### src/rtl/ase_pkg.sv
// Package for the execute unit: opcode, status and branch condition codes,
// register file size and parameter defaults. No dependencies.
`timescale 1ns / 1ps
package ase_pkg;

   localparam int NUM_REGS        = 13;
   localparam int REG_IDX_BITS    = 4;
   localparam int DATA_WORDS_DEF  = 128;
   localparam int STACK_WORDS_DEF = 32;
   localparam int PROG_BITS_DEF   = 10;

   typedef enum logic [3:0] {
      FN_MOV = 4'd0,
      FN_ADD = 4'd1,
      FN_SUB = 4'd2,
      FN_MUL = 4'd3,
      FN_LDR = 4'd4,
      FN_STR = 4'd5,
      FN_CMP = 4'd6,
      FN_B   = 4'd7,
      FN_BL  = 4'd8
   } func_type;

   typedef enum logic [1:0] {
      ST_OK     = 2'd0,
      ST_DATA   = 2'd1,
      ST_STACK  = 2'd2,
      ST_BAD_SP = 2'd3
   } status_type;

   localparam logic [1:0] COND_BNE = 2'd1;
   localparam logic [1:0] COND_BGE = 2'd2;

endpackage

### src/rtl/ase_regfile.sv
// General register file: 13 x 32 memory, two registered read ports, one write
// port with write-through on a same-edge read. Depends on ase_pkg.
`timescale 1ns / 1ps
module ase_regfile
   import ase_pkg::*;
(
   input  logic                    clock,
   input  logic                    rd_en,
   input  logic [REG_IDX_BITS-1:0] rd_addr_a,
   input  logic [REG_IDX_BITS-1:0] rd_addr_b,
   input  logic                    wr_en,
   input  logic [REG_IDX_BITS-1:0] wr_addr,
   input  logic [31:0]             wr_data,
   output logic [31:0]             rd_data_a,
   output logic [31:0]             rd_data_b
);

   logic [31:0] mem [NUM_REGS];
   logic [31:0] a_ff, b_ff;
   logic        a_zero_ff, b_zero_ff;

   always_ff @(posedge clock) begin
      if (wr_en) begin
         mem[wr_addr] <= wr_data;
      end
      if (rd_en) begin
         a_zero_ff <= (32'(rd_addr_a) >= 32'(NUM_REGS));
         b_zero_ff <= (32'(rd_addr_b) >= 32'(NUM_REGS));
         a_ff      <= (wr_en && wr_addr == rd_addr_a) ? wr_data : mem[rd_addr_a];
         b_ff      <= (wr_en && wr_addr == rd_addr_b) ? wr_data : mem[rd_addr_b];
      end
   end

   assign rd_data_a = a_zero_ff ? 32'd0 : a_ff;
   assign rd_data_b = b_zero_ff ? 32'd0 : b_ff;

endmodule

### config.mk
export PLATFORM = sky130hd
export DESIGN_NAME = ase_regfile
export DESIGN_NICKNAME = d
export VERILOG_FILES = /design/src/rtl/ase_pkg.sv /design/src/rtl/ase_regfile.sv
export SDC_FILE = /design/constraint.sdc
export NUM_CORES = 1
export LEC_CHECK = 0
export BUFFER_PORTS_ARGS = -buffer_cell sky130_fd_sc_hd__buf_2
export CAP_MARGIN = 20
export CORE_ASPECT_RATIO = 1.4
export CORE_MARGIN = 2
export CORE_UTILIZATION = 60
export CTS_CLUSTER_DIAMETER = 40
export DETAILED_ROUTE_END_ITERATION = 12
export GPL_TIMING_DRIVEN = 1
export PLACE_DENSITY = 0.84
export SLEW_MARGIN = 20
export SYNTH_ARGS = -nofsm -noshare
export SYNTH_HDL_FRONTEND = slang
export SYNTH_SLANG_ARGS = --single-unit
### constraint.sdc
create_clock -name clock -period 5.1 [get_ports clock]
set_input_delay 0.765 -clock clock [delete_from_list [all_inputs] [get_ports clock]]
set_output_delay 0.765 -clock clock [all_outputs]
set_load 0.01 [all_outputs]
==> flow_metrics.tcl <==
set metrics [dict create \
    hold_violations 0 \
    min_from "wr_data[10]" \
    numPlacedInstances 1848 \
    setup_viol 0 \
    cts_tree "yes" \
    antenna_found_initial 4 \
    drc 0 \
    yosys_warnings 0 \
    post_dp_cell_area_sq_um 23610 \
    fin_crit_sh_pct 59.31 \
    seq_area_frac_synth_pct 64.19 \
    worst-r2r-cell-count 4 \
    grt_pass1_wl_mm 82.43 \
    routed_wl_mm 56.00 \
    finalMaxSlewViolations 0 \
    hold_buffers 0 \
    worstReg2RegStart "mem[8][19]$_DFFE_PP_" \
    drive_gt1_share_pct 38.51 \
    num_vias 13350 \
    fmax_mhz 330.6 \
    start_util_pct 60.43 \
    synthesis.instances 1325 \
    cts.sink_count 482 \
    cp_max_fo 22 \
    hold_path_depth 1 \
    place.gp.congestion 0.8256 \
    nFillCells 2311 \
    synthArstFlopShare_pct 0 \
    ir_drop_uv 242.3 \
    core-area_sq_um 37310 \
    gr-usage-all-layers_pct 28.78 \
    max_slew.worst_pin.slew_ns 1.063 \
    cpPeakStageDelay_ns 1.04 \
    timing.max_cap.violations 0 \
    ys.flop_type "edfxtp_1" \
    cts-root-buf "clkbuf_16" \
    path_clk_slew_ns 0.07 \
    io_pins 111 \
    hp-class "input pin to register" \
    die_area_sq_um 39170 \
    grt_max_degree 67 \
    grt_pass1_vias 13770 \
    finClkSkew_ns 0.01367 \
    syn_avg_cell_area_sq_um 17.02 \
    final_area_sq_um 25060 \
    outcome "completed" \
    num_rows 84 \
    critPathLaunch "a_zero_ff$_DFFE_PP_" \
    worstPathArrival_ns 2.26 \
    rsz0062_at_grt "no" \
    final_cells 1924 \
    grt.overflow.total 0 \
    synth-seq-cells 482 \
    netlist_area_sq_um 22550 \
    yosysUniqueCellTypes 29 \
    layout_setup_ws_ns 2.075 \
    htree_levels 2 \
    layout.nets 1468 \
    vias_per_cell 6.939 \
    cts-buffers-inserted 44 \
    cts_buffer_depth 3 \
    crit_required_ns 4.34 \
    ant_nets 0 \
    start_kind "register" \
    cts_resized 0 \
    crit_slowest_cell "edfxtp_1" \
    area_growth_pct 11.14 \
    fp.dieW_microns 167.8 \
    portBuffers 110 \
    criticalPathCategory "register to primary output" \
    pre_cts_slack_ns 1.733 \
    end_kind "primary output" \
    post_cts_buffers 0 \
    setup_tns_ns 0 \
    syn_nets 1372 \
    maxSlewHeadroom_pct 29.15 \
    routed_wire_length_per_instance_microns 29.11 \
    die-height_microns 233.4 \
    leakagePower_uw 0.008383 \
    period_needed_ns 3.025 \
    worstPathCellList "buf_4 > nor2b_1 > buf_2" \
    drtPass1Iterations 7 \
    synth_edf_count 482 \
    power_density_nw_per_um2 346.3 \
    drt_iter0_drc 1437 \
    dp_hpwl_mm 33.10 \
    clock_latency_ns 0.56 \
]
[synth_stat cells (all sizes together) (6+ instances only)]
cell type  instances  share of area [%]
nand3             65                1.4
mux4             130                 13
a22oi             62                2.1
mux2             188                9.9
xor2               6               0.23
clkbuf            42               0.70
nor2              11               0.18
edfxtp           482                 64
nor3               8               0.18
nor2b             68                1.9
buf               59                1.8
nand4             62                1.7
nand2            125                2.1
[layer usage]
metal | track usage [%] | routed length [microns]
met3 | 4.947 | 5369
met5 | 0 | 24
met2 | 50.23 | 28930
met4 | 16.68 | 3139
met1 | 33.81 | 18540
[report_power, final]
part	leakage [uW]	internal, uW	switching [uW]
clock network	0.000689	1920	1430
logic	0.00328	349	439
registers	0.00442	4500	54.0
total	0.00838	6760	1920
[registers in the layout, indices dropped and copies added (netlist names)]
| signal | cells |
|---|---|
| mem | 416 |
| a_ff | 32 |
| b_ff | 32 |
| a_zero_ff | 1 |
| b_zero_ff | 1 |
[cell usage in the layout (no fill, tap or decap), types with 4 or more instances in the layout]
master      Yosys  routed
edfxtp_1      482     482
mux2_2        158     158
mux4_2        130     130
nand2_1       125     125
buf_2          28     105
nor2b_1        68      66
nand3_1        65      63
a22oi_1        62      62
nand4_1        62      62
clkbuf_16       0      45
buf_4           8      42
mux2_4         29      29
nor2_4          0       9
clkinvlp_4      0       7
xor2_1          6       6
bufinv_16       0       6
clkinv_2        0       6
nor3_1          8       4
clkinv_1        0       4
[stage by stage]
step	power, uW	utilization, %	hold WS (ns)
floorplan	5130	-	0.6670
global placement	5383	63.28	0.6932
detailed placement	5413	63.28	0.7099
CTS	8700	67.15	0.5515
global route	8896	67.17	0.5747
finish	8679	67.17	0.5695
[area by class of cell]
class	count	area, sq um	area share [%]
multi-input combinational	742	7631	30.45
timing repair buffer	151	912.1	3.640
sequential	482	14470	57.76
antenna	2	5.005	0.01997
clock buffer	47	1134	4.523
tap	473	591.8	2.362
clock inverter	27	312.8	1.248
[worst max-delay path: cells and delay by family (launching register included)]
family	cells	cell delay, ns
simple gates	1	0.11
flops	1	1.04
buf+inv	2	0.52
[cell families (layout without fill, tap and decap cells)]
group	Yosys count	count (layout)	share of synthesized area (%)
and+or+nand+nor	348	348	7.796
DFF	482	482	64.19
buffers and inverters	101	225	2.536
AOI/OAI and AO/OA	66	66	2.220
xor gates and xnor gates	8	8	0.3108
other	0	2	0
muxes	320	320	22.95
[path summary, 6_finish.rpt]
check	slack, ns	to
worst max-delay path	2.08	rd_data_a[7]
worst min-delay path	0.57	mem[8][10]$_DFFE_PP_
worst max register to register	3.32	b_ff[19]$_DFFE_PP_
worst min register to register	0.73	a_ff[5]$_DFFE_PP_
Note: power is estimated with default switching activity, not from simulation.
